[config.mk]
export PLATFORM = sky130hd
export DESIGN_NAME = sensor_scratchpad_crc_checker_top
export DESIGN_NICKNAME = d
export VERILOG_FILES = /design/src/rtl/sspcrc_pkg.sv /design/src/rtl/sspcrc_frame.sv /design/src/rtl/sensor_scratchpad_crc_checker_top.sv
export SDC_FILE = /design/constraint.sdc
export NUM_CORES = 1
export LEC_CHECK = 0
export BUFFER_PORTS_ARGS = -buffer_cell sky130_fd_sc_hd__buf_2
export CAP_MARGIN = 5
export CORE_MARGIN = 2
export CORE_UTILIZATION = 35
export CTS_CLUSTER_SIZE = 16
export DETAILED_ROUTE_END_ITERATION = 12
export GPL_TIMING_DRIVEN = 0
export PLACE_DENSITY_LB_ADDON = 0.25
export SKIP_CTS_REPAIR_TIMING = 1
export SLEW_MARGIN = 15
export SYNTH_ARGS = -nofsm -noshare
export SYNTH_HDL_FRONTEND = slang
export SYNTH_SLANG_ARGS = --single-unit
[constraint.sdc]
create_clock -name clock -period 4.8 [get_ports clock]
set_input_delay 0.48 -clock clock [delete_from_list [all_inputs] [get_ports clock]]
set_output_delay 0.48 -clock clock [all_outputs]
set_load 0.02 [all_outputs]
[src/rtl/sspcrc_pkg.sv]
// Shared constants, types and the CRC-8 update function for the scratchpad checker.
package sspcrc_pkg;

   localparam int FRAME_BYTES = 9;
   localparam int IDX_W       = $clog2(FRAME_BYTES);
   localparam int BYTE_W      = 8;
   localparam int NIBBLE_W    = 4;
   localparam int TEMP_W      = 12;
   localparam int RSP_DATA_W  = 16;

   localparam logic [IDX_W-1:0]  LAST_IDX   = IDX_W'(FRAME_BYTES - 1);
   localparam logic [IDX_W-1:0]  IDX_FIRST  = '0;
   localparam logic [IDX_W-1:0]  IDX_SECOND = IDX_W'(1);
   localparam logic [BYTE_W-1:0] CRC_POLY   = 8'h8C;
   localparam logic [BYTE_W-1:0] CRC_INIT   = 8'h00;

   typedef struct packed {
      logic              has_result;
      logic [TEMP_W-1:0] temp;
      logic              crc_ok;
   } sspcrc_result_type;

   // Reflected Maxim CRC-8, one byte at a time (eight narrow shift/xor steps).
   function automatic logic [BYTE_W-1:0] crc8_update(input logic [BYTE_W-1:0] crc,
                                                     input logic [BYTE_W-1:0] data);
      logic [BYTE_W-1:0] c;
      c = crc ^ data;
      for (int k = 0; k < BYTE_W; k++) begin
         if (c[0]) begin
            c = (c >> 1) ^ CRC_POLY;
         end else begin
            c = c >> 1;
         end
      end
      return c;
   endfunction

endpackage

[src/rtl/sspcrc_frame.sv]
// Frame tracker: byte position, running CRC, held temperature bytes and last good reading.
module sspcrc_frame
   import sspcrc_pkg::*;
(
   input  logic              clock,
   input  logic              reset,
   input  logic              step_en,
   input  logic [BYTE_W-1:0] scratch_byte,
   input  logic              frame_start,
   output sspcrc_result_type result
);

   logic [IDX_W-1:0]    byte_index_ff, byte_index_in;
   logic [BYTE_W-1:0]   running_crc_ff, running_crc_in;
   logic [BYTE_W-1:0]   low_byte_ff, low_byte_in;
   logic [NIBBLE_W-1:0] high_nibble_ff, high_nibble_in;
   logic [TEMP_W-1:0]   last_good_ff, last_good_in;

   logic [IDX_W-1:0]  cur_idx;
   logic [BYTE_W-1:0] cur_crc;
   logic [TEMP_W-1:0] fresh_temp;
   logic              is_last;
   logic              crc_match;

   always_comb begin
      // A frame start drops any partial frame and treats this byte as byte0.
      cur_idx    = frame_start ? IDX_FIRST : byte_index_ff;
      cur_crc    = frame_start ? CRC_INIT : running_crc_ff;
      is_last    = (cur_idx == LAST_IDX);
      crc_match  = (cur_crc == scratch_byte);
      fresh_temp = {high_nibble_ff, low_byte_ff};

      byte_index_in  = byte_index_ff;
      running_crc_in = running_crc_ff;
      low_byte_in    = low_byte_ff;
      high_nibble_in = high_nibble_ff;
      last_good_in   = last_good_ff;

      if (step_en) begin
         if (is_last) begin
            byte_index_in  = IDX_FIRST;
            running_crc_in = CRC_INIT;
            if (crc_match) begin
               last_good_in = fresh_temp;
            end
         end else begin
            if (cur_idx == IDX_FIRST) begin
               low_byte_in = scratch_byte;
            end else if (cur_idx == IDX_SECOND) begin
               high_nibble_in = scratch_byte[NIBBLE_W-1:0];
            end
            running_crc_in = crc8_update(cur_crc, scratch_byte);
            byte_index_in  = cur_idx + IDX_W'(1);
         end
      end

      result.has_result = is_last;
      result.crc_ok     = crc_match;
      result.temp       = crc_match ? fresh_temp : last_good_ff;
   end

   always_ff @(posedge clock) begin
      if (reset) begin
         byte_index_ff  <= '0;
         running_crc_ff <= '0;
         low_byte_ff    <= '0;
         high_nibble_ff <= '0;
         last_good_ff   <= '0;
      end else begin
         byte_index_ff  <= byte_index_in;
         running_crc_ff <= running_crc_in;
         low_byte_ff    <= low_byte_in;
         high_nibble_ff <= high_nibble_in;
         last_good_ff   <= last_good_in;
      end
   end

   a_index_in_frame: assert property (@(posedge clock) disable iff (reset)
      byte_index_ff <= LAST_IDX)
      else $error("byte position ran past the end of the frame");

   a_good_frame_stored: assert property (@(posedge clock) disable iff (reset)
      step_en && result.has_result && result.crc_ok |=> last_good_ff == $past(fresh_temp))
      else $error("good frame did not update the last good reading");

   a_frame_restarts: assert property (@(posedge clock) disable iff (reset)
      step_en && result.has_result |=> byte_index_ff == IDX_FIRST && running_crc_ff == CRC_INIT)
      else $error("frame state not cleared after the check byte");

endmodule

[src/rtl/sensor_scratchpad_crc_checker_top.sv]
// Top level of the sensor scratchpad CRC checker: input register, frame tracker, result register.
//
// Requests arrive on the req_ stream, one scratchpad byte per request in bus order, with
// req_tuser high on the first byte of a frame. A frame holds FRAME_BYTES bytes: the CRC-8
// (reflected polynomial 0x8C, start value zero) runs over all but the last, and the last is
// the check byte. Only the check byte produces a result on the rsp_ stream: rsp_tdata holds
// the 12-bit temperature in sixteenths of a degree and rsp_tuser is high when the CRC matched.
// On a mismatch the last reading that passed its CRC is reported instead (zero until then).
// A request is registered in the input register at the edge where it is accepted; the frame
// tracker processes it from that register, and a check byte's result is written into the output
// register, which drives rsp_tvalid. One request is taken in every cycle while the output flows.
// When the receiver stalls, the result waits in the output register while one more request
// waits in the input register; bytes that produce no result keep flowing past a stalled
// result, and only a check byte arriving behind a waiting result holds the input side.
// A synchronous reset empties both registers, clears the frame position and running CRC, and
// sets the last good reading to zero. A frame start in mid-frame drops the partial frame, and
// bytes that follow a complete frame without a frame start begin a new frame on their own.
module sensor_scratchpad_crc_checker_top
   import sspcrc_pkg::*;
(
   input  logic                  clock,
   input  logic                  reset,
   input  logic                  req_tvalid,
   output logic                  req_tready,
   input  logic [BYTE_W-1:0]     req_tdata,   // [7:0] scratch_byte
   input  logic                  req_tuser,   // [0] frame_start
   output logic                  rsp_tvalid,
   input  logic                  rsp_tready,
   output logic [RSP_DATA_W-1:0] rsp_tdata,   // [11:0] temp_sixteenths, [15:12] zero
   output logic                  rsp_tuser    // [0] crc_ok
);

   // Input register.
   logic              in_valid_ff, in_valid_in;
   logic [BYTE_W-1:0] in_byte_ff;
   logic              in_start_ff;

   // Output register.
   logic              out_valid_ff, out_valid_in;
   logic [TEMP_W-1:0] out_temp_ff;
   logic              out_ok_ff;

   sspcrc_result_type result;
   logic              out_free;
   logic              step_en;
   logic              req_fire;

   sspcrc_frame u_frame (
      .clock        (clock),
      .reset        (reset),
      .step_en      (step_en),
      .scratch_byte (in_byte_ff),
      .frame_start  (in_start_ff),
      .result       (result)
   );

   always_comb begin
      out_free   = !out_valid_ff || rsp_tready;
      // A byte with no result never needs the output register.
      step_en    = in_valid_ff && (!result.has_result || out_free);
      req_tready = !in_valid_ff || step_en;
      req_fire   = req_tvalid && req_tready;

      in_valid_in = req_fire || (in_valid_ff && !step_en);

      if (step_en && result.has_result) begin
         out_valid_in = 1'b1;
      end else if (rsp_tready) begin
         out_valid_in = 1'b0;
      end else begin
         out_valid_in = out_valid_ff;
      end
   end

   always_ff @(posedge clock) begin
      if (reset) begin
         in_valid_ff  <= 1'b0;
         out_valid_ff <= 1'b0;
      end else begin
         in_valid_ff  <= in_valid_in;
         out_valid_ff <= out_valid_in;
      end
   end

   always_ff @(posedge clock) begin
      if (req_fire) begin
         in_byte_ff  <= req_tdata;
         in_start_ff <= req_tuser;
      end
      if (step_en && result.has_result) begin
         out_temp_ff <= result.temp;
         out_ok_ff   <= result.crc_ok;
      end
   end

   assign rsp_tvalid = out_valid_ff;
   assign rsp_tdata  = {{(RSP_DATA_W - TEMP_W){1'b0}}, out_temp_ff};
   assign rsp_tuser  = out_ok_ff;

   a_reset_empties: assert property (@(posedge clock)
      $past(reset) |-> !out_valid_ff && !in_valid_ff)
      else $error("registers not empty after reset");

   a_held_request_kept: assert property (@(posedge clock) disable iff (reset)
      in_valid_ff && !step_en |=> in_valid_ff && $stable(in_byte_ff) && $stable(in_start_ff))
      else $error("waiting request lost or changed");

   a_no_result_overwrite: assert property (@(posedge clock) disable iff (reset)
      step_en && result.has_result |-> !out_valid_ff || rsp_tready)
      else $error("result written over one not yet taken");

   a_stall_only_when_full: assert property (@(posedge clock) disable iff (reset)
      !req_tready |-> in_valid_ff && out_valid_ff && result.has_result)
      else $error("input stalled without cause");

endmodule
# Word level (Yosys, flattened, before mapping)
# Index checks and enable logic that the tools add are counted.
# op_classes
n_addsub	1
eq_ne	3
n_mux	29
n_bitwise	11
n_reduce_logical	17
# ops
operator	count
$mux 8	24
$not 2->3	8
$mux 12	1
$eq 8x8->1	1
$mux 4	2
$xor 8x8->8	1
$add 4x1->4 const B	1
$eq 4x1->1 const B	1
$eq 4x4->1 const B	1
$logic_and 1x1->1	4
$logic_not 1->1	4
$logic_not 4->1	1
$logic_or 1x1->1	4
$reduce_and 4->1	1
$reduce_and 3->1	1
$mux 1	2
$not 1->1	2
$reduce_and 2->1	1
$reduce_bool 2->1	1
# totals
ff_bits	60
in_bits	13
output_inout_bits	19
wordCells	72

# Logic depth before layout (Yosys ltp)
# logic_depth
word_depth	33
mapped_depth	10
mapped_depth_nobuf	8

# Cells and area by module
# From an unflattened synthesis, not the netlist that was laid out.
# unflattened
cells_unflattened	280
area_unflattened_um2	3031.7
# by_module_without_submodules
mod	instances	cells_per_inst	area_each_um2	seq_area_each_um2
sspcrc_frame	1	241	2233.4	720.7
sensor_scratchpad_crc_checker_top	1	39	798.3	700.7

# Worst setup path before layout
# No wires, ideal clock.
# synth_timing
kind	register to register
from	register in_start_ff
to	register out_temp_ff[0], enable pin
setup_time_ns	0.382
arrival_time_ns	2.073
required_ns	4.418
slack_ns	2.344
stages_incl_launch_ff	9
path_buffers	2
period_less_slack_ns	2.456
cell_sequence	edfxtp_1 buf_6 buf_4 nand2b_1 ha_1 nand3_1 inv_1 nand2_1 nor2_1
# synth_between
elab_chain_len	6
# synth_lines
element	line_no	source
from (decl)	sensor_scratchpad_crc_checker_top.sv:36	logic in_start_ff;
from (signal assigned)	sensor_scratchpad_crc_checker_top.sv:88	in_start_ff <= req_tuser;
$mux 4 (*)	sspcrc_frame.sv:27	cur_idx = frame_start ? IDX_FIRST : byte_index_ff;
$eq 4x4->1 (*)	sspcrc_frame.sv:29	is_last = (cur_idx == LAST_IDX);
$logic_not 1->1	sensor_scratchpad_crc_checker_top.sv:60	step_en = in_valid_ff && (!result.has_result || out_free);
$logic_or 1x1->1	sensor_scratchpad_crc_checker_top.sv:60	
$logic_and 1x1->1	sensor_scratchpad_crc_checker_top.sv:60	
$logic_and 1x1->1 (*)	sensor_scratchpad_crc_checker_top.sv:90	if (step_en && result.has_result) begin
to (signal assigned)	sensor_scratchpad_crc_checker_top.sv:91	out_temp_ff <= result.temp;
to (decl)	sensor_scratchpad_crc_checker_top.sv:40	logic [TEMP_W-1:0] out_temp_ff;
# Every way passes the cells marked *; elsewhere a longest branch is shown, timed or not.
# A chain may end at the register's enable or synchronous reset.

# Worst setup path in the final report
# layout_timing
from	register in_start_ff
to	register out_temp_ff[6], enable pin
# The elaborated chain is that of the path after synthesis.

==> qor.csv <==
stage,metric,value,unit
status,status,finished clean,
global_routing,initial antenna violation count,0,
finish,Synth-to-Final Area Change,17.2,%
sta,"Hold Vio Cnt, Final",0,
finish,number of nets in the finished design,327,
floorplan,initial core utilization,36.0,%
logic_synthesis,top-area cell type share of the netlist area,25.7,%
route,M1 WL,2740,microns
global_routing,largest net degree at the start of global routing,14,
setup_path,WP data arrival,2940,ps
logic_synthesis,Ys Warns,0,
logic_synthesis,Mapped Avg Cell Area,11.0,sq um
clocking,Root Buffer,clkbuf_8,
route,metal3 WL,226,microns
sta,Final Critical Period,2980,ps
job,Max Cap Viol,0,
sta,Final Cycle Share,62.0,%
setup_path,Worst Path Required,4760,ps
clocking,Clock Sink Count,60,
placed_design,IO Port Bufs,27,
floorplan,Core ar.,8220,sq um
route,drt total wl,5620,microns
finish,# diodes,0,
finish,layout cells sized above 1,23.1,%
clocking,CTS tree,done,
route,met2 WL,2580,microns
route,wire per inst,13.4,microns
clocking,clk_lat worst skew,340,ps
logic_synthesis,Post-Syn Instances,270,
route,Vias per Instance,4.73,
logic_synthesis,ranking of synthesized cells by area,"dfxtp_1 26%, edfxtp_1 22%, mux2i_1 8.8%, xnor2_1 6.5%, nand2b_1 5.7%",
route,router iterations before antenna repair,4,
route,DR iter-0 viols,77,
global_routing,global-route usage over all layers,13.8,%
route,Post-DRT Antenna Nets,0,
floorplan,Row Count,33,
logic_synthesis,"Cell Area, Synth",2960,sq um
logic_synthesis,post-synthesis sequential area ratio,48.0,%
power,Worst VDD drop,0.181,mV
sta,Final setup viols,0,
sta,RSZ-0062 raised after global routing,false,
sta,fin. max-slew vios,0,
setup_path,Setup CP Type,reg -> reg,
clocking,"Reg clk slew, reported paths",70,ps
clocking,total CTS buffers,9,
sta,WHS,312,ps
global_routing,first-pass GRT wire length,9320,microns
route,top sig layer,met4,
global_routing,vias in the first global route,1826,
floorplan,die area,9210,sq um
placed_design,DP Wirelength,3980,microns
route,via count,1991,
sta,measured slew at the worst slew-check pin,1090,ps
sta,Worst Skew,5.96,ps
logic_synthesis,Seq cells post-synth,60,
sta,fmax,336,MHz
setup_path,CP Max Fanout,13,
power,PD cells,354,nW/um^2
sta,Setup TNS Final,0,ps
placed_design,gpl congestion,0.773,
logic_synthesis,cell taking the most area after synthesis,dfxtp_1,
clocking,clk buf depth,2,
clocking,CTS H-Tree Depth,3,
logic_synthesis,count of cell types in the netlist,40,
power,Leak,1.43,nW
min_path,Hold Crit Class,in -> reg,
setup_path,Worst setup SP type,flip-flop,
floorplan,Die Ht,96.0,microns
setup_path,nature of the critical path endpoint,flip-flop,
floorplan,Die X,96.0,microns
sta,max_slew headroom,27.2,%
global_routing,global route overflow,0,
floorplan,I/O pin count,32,
route,DRC,0,
## cells in the mapped netlist
library cell  instances
a21oi_1               4
a22oi_1               8
a31oi_1               5
and2_1                1
and4bb_1              3
and4bb_2              1
buf_2                 4
buf_4                 5
buf_6                 2
clkbuf_1              7
clkbuf_2              1
conb_1                1
dfxtp_1              38
edfxtp_1             22
ha_1                  3
inv_1                 6
mux2_1                3
mux2_2                9
mux2i_1              26
nand2_1               4
nand2b_1             27
nand3_1               3
nand3b_1              1
nand4_2               1
nor2_1               37
nor2b_1               7
nor2b_2               1
nor3_4                1
nor3b_1               1
o2111ai_1             1
o211ai_2              1
o21ai_0               3
o31ai_1               1
o32ai_1               3
o32ai_2               1
or4_1                 1
xnor2_1              22
xnor2_2               1
xnor3_2               2
xor2_1                2
## per-layer routing
| metal | track usage [%] | vias up |
|---|---|---|
| met2 | 21.1 | 37 |
| met3 | 5.87 | 7 |
| met4 | 4.64 | 0 |
| li1 | - | 1010 |
| met1 | 17.5 | 937 |
| met5 | 0 | - |
## path summary, 6_finish.rpt
path                            from                 endpoint  slack, ps  cells after the start
max                      in_start_ff           out_temp_ff[6]       1820                      8
min reg2reg  u_frame.last_good_ff[6]  u_frame.last_good_ff[6]        470                      2
max reg2reg              in_start_ff           out_temp_ff[6]       1820                      8
min                     req_tdata[0]            in_byte_ff[0]        310                      1
## worst max-delay path: stages, from the launching register on
cell	delay [ps]
edfxtp_1	510
buf_6	190
buf_4	180
nand2b_1	170
ha_1	220
nand3_1	170
inv_1	150
nand2_1	130
nor2_1	860
## area by class of cell
cell class                 count  area (sq um)
clock inverter                 6          87.6
buffer                        19           111
fill                         794          4750
clock buffer                  10           138
multi-input combinational    188          1420
timing repair buffer          27           135
inverter                       6          22.5
tap                          105           131
sequential                    60          1420
## kinds of logic (layout without fill, tap and decap cells)
group	after synthesis	after routing	share of synthesized area [%]
flops	60	60	48.0
fa+ha+maj	3	3	1.27
mux	38	38	13.4
xor+xnor	27	27	9.25
simple gates	89	89	16.8
other cells	1	4	0.127
buf+inv	25	68	4.52
compound gates	27	27	6.68
## layout by cell type, fill, tap and decap left out, types with 4 or more instances in the layout
master	instances
mux2i_1	26
mux2_2	9
a22oi_1	8
buf_2	31
nor2b_1	7
dfxtp_1	38
inv_1	6
clkbuf_8	10
nand2_1	4
buf_4	5
nand2b_1	27
edfxtp_1	22
nor2_1	37
conb_1	4
a21oi_1	4
a31oi_1	4
xnor2_1	22
clkbuf_1	7
## sequential cells by signal (all words and copies together) (netlist names)
signal and cells:
out_temp_ff 12, u_frame.last_good_ff 12, in_byte_ff 8, u_frame.low_byte_ff 8, u_frame.running_crc_ff 8, u_frame.byte_index_ff 4
u_frame.high_nibble_ff 4, in_start_ff 1, in_valid_ff 1, rsp_tuser 1, rsp_tvalid 1
## metrics by stage
step           power (mW)  cell area, sq um  std cells  worst slack, ps  util, %
5_1_grt              1.29              3470        421             1500     42.2
4_1_cts              1.24              3470        421             1740     42.2
2_1_floorplan       0.697              2970        273             2340        -
3_3_place_gp        0.728              3240        405             1770     39.4
6_report             1.23              3470        421             1820     42.2
3_5_place_dp        0.729              3250        405             1760     39.5
## power by group
part / switching [mW] / leakage [nW] / internal (mW)
Sequential: 0.0226 / 0.545 / 0.543
Combinational: 0.0744 / 0.779 / 0.0786
Clock: 0.205 / 0.106 / 0.305
Note: power is estimated with default switching activity, not from simulation.
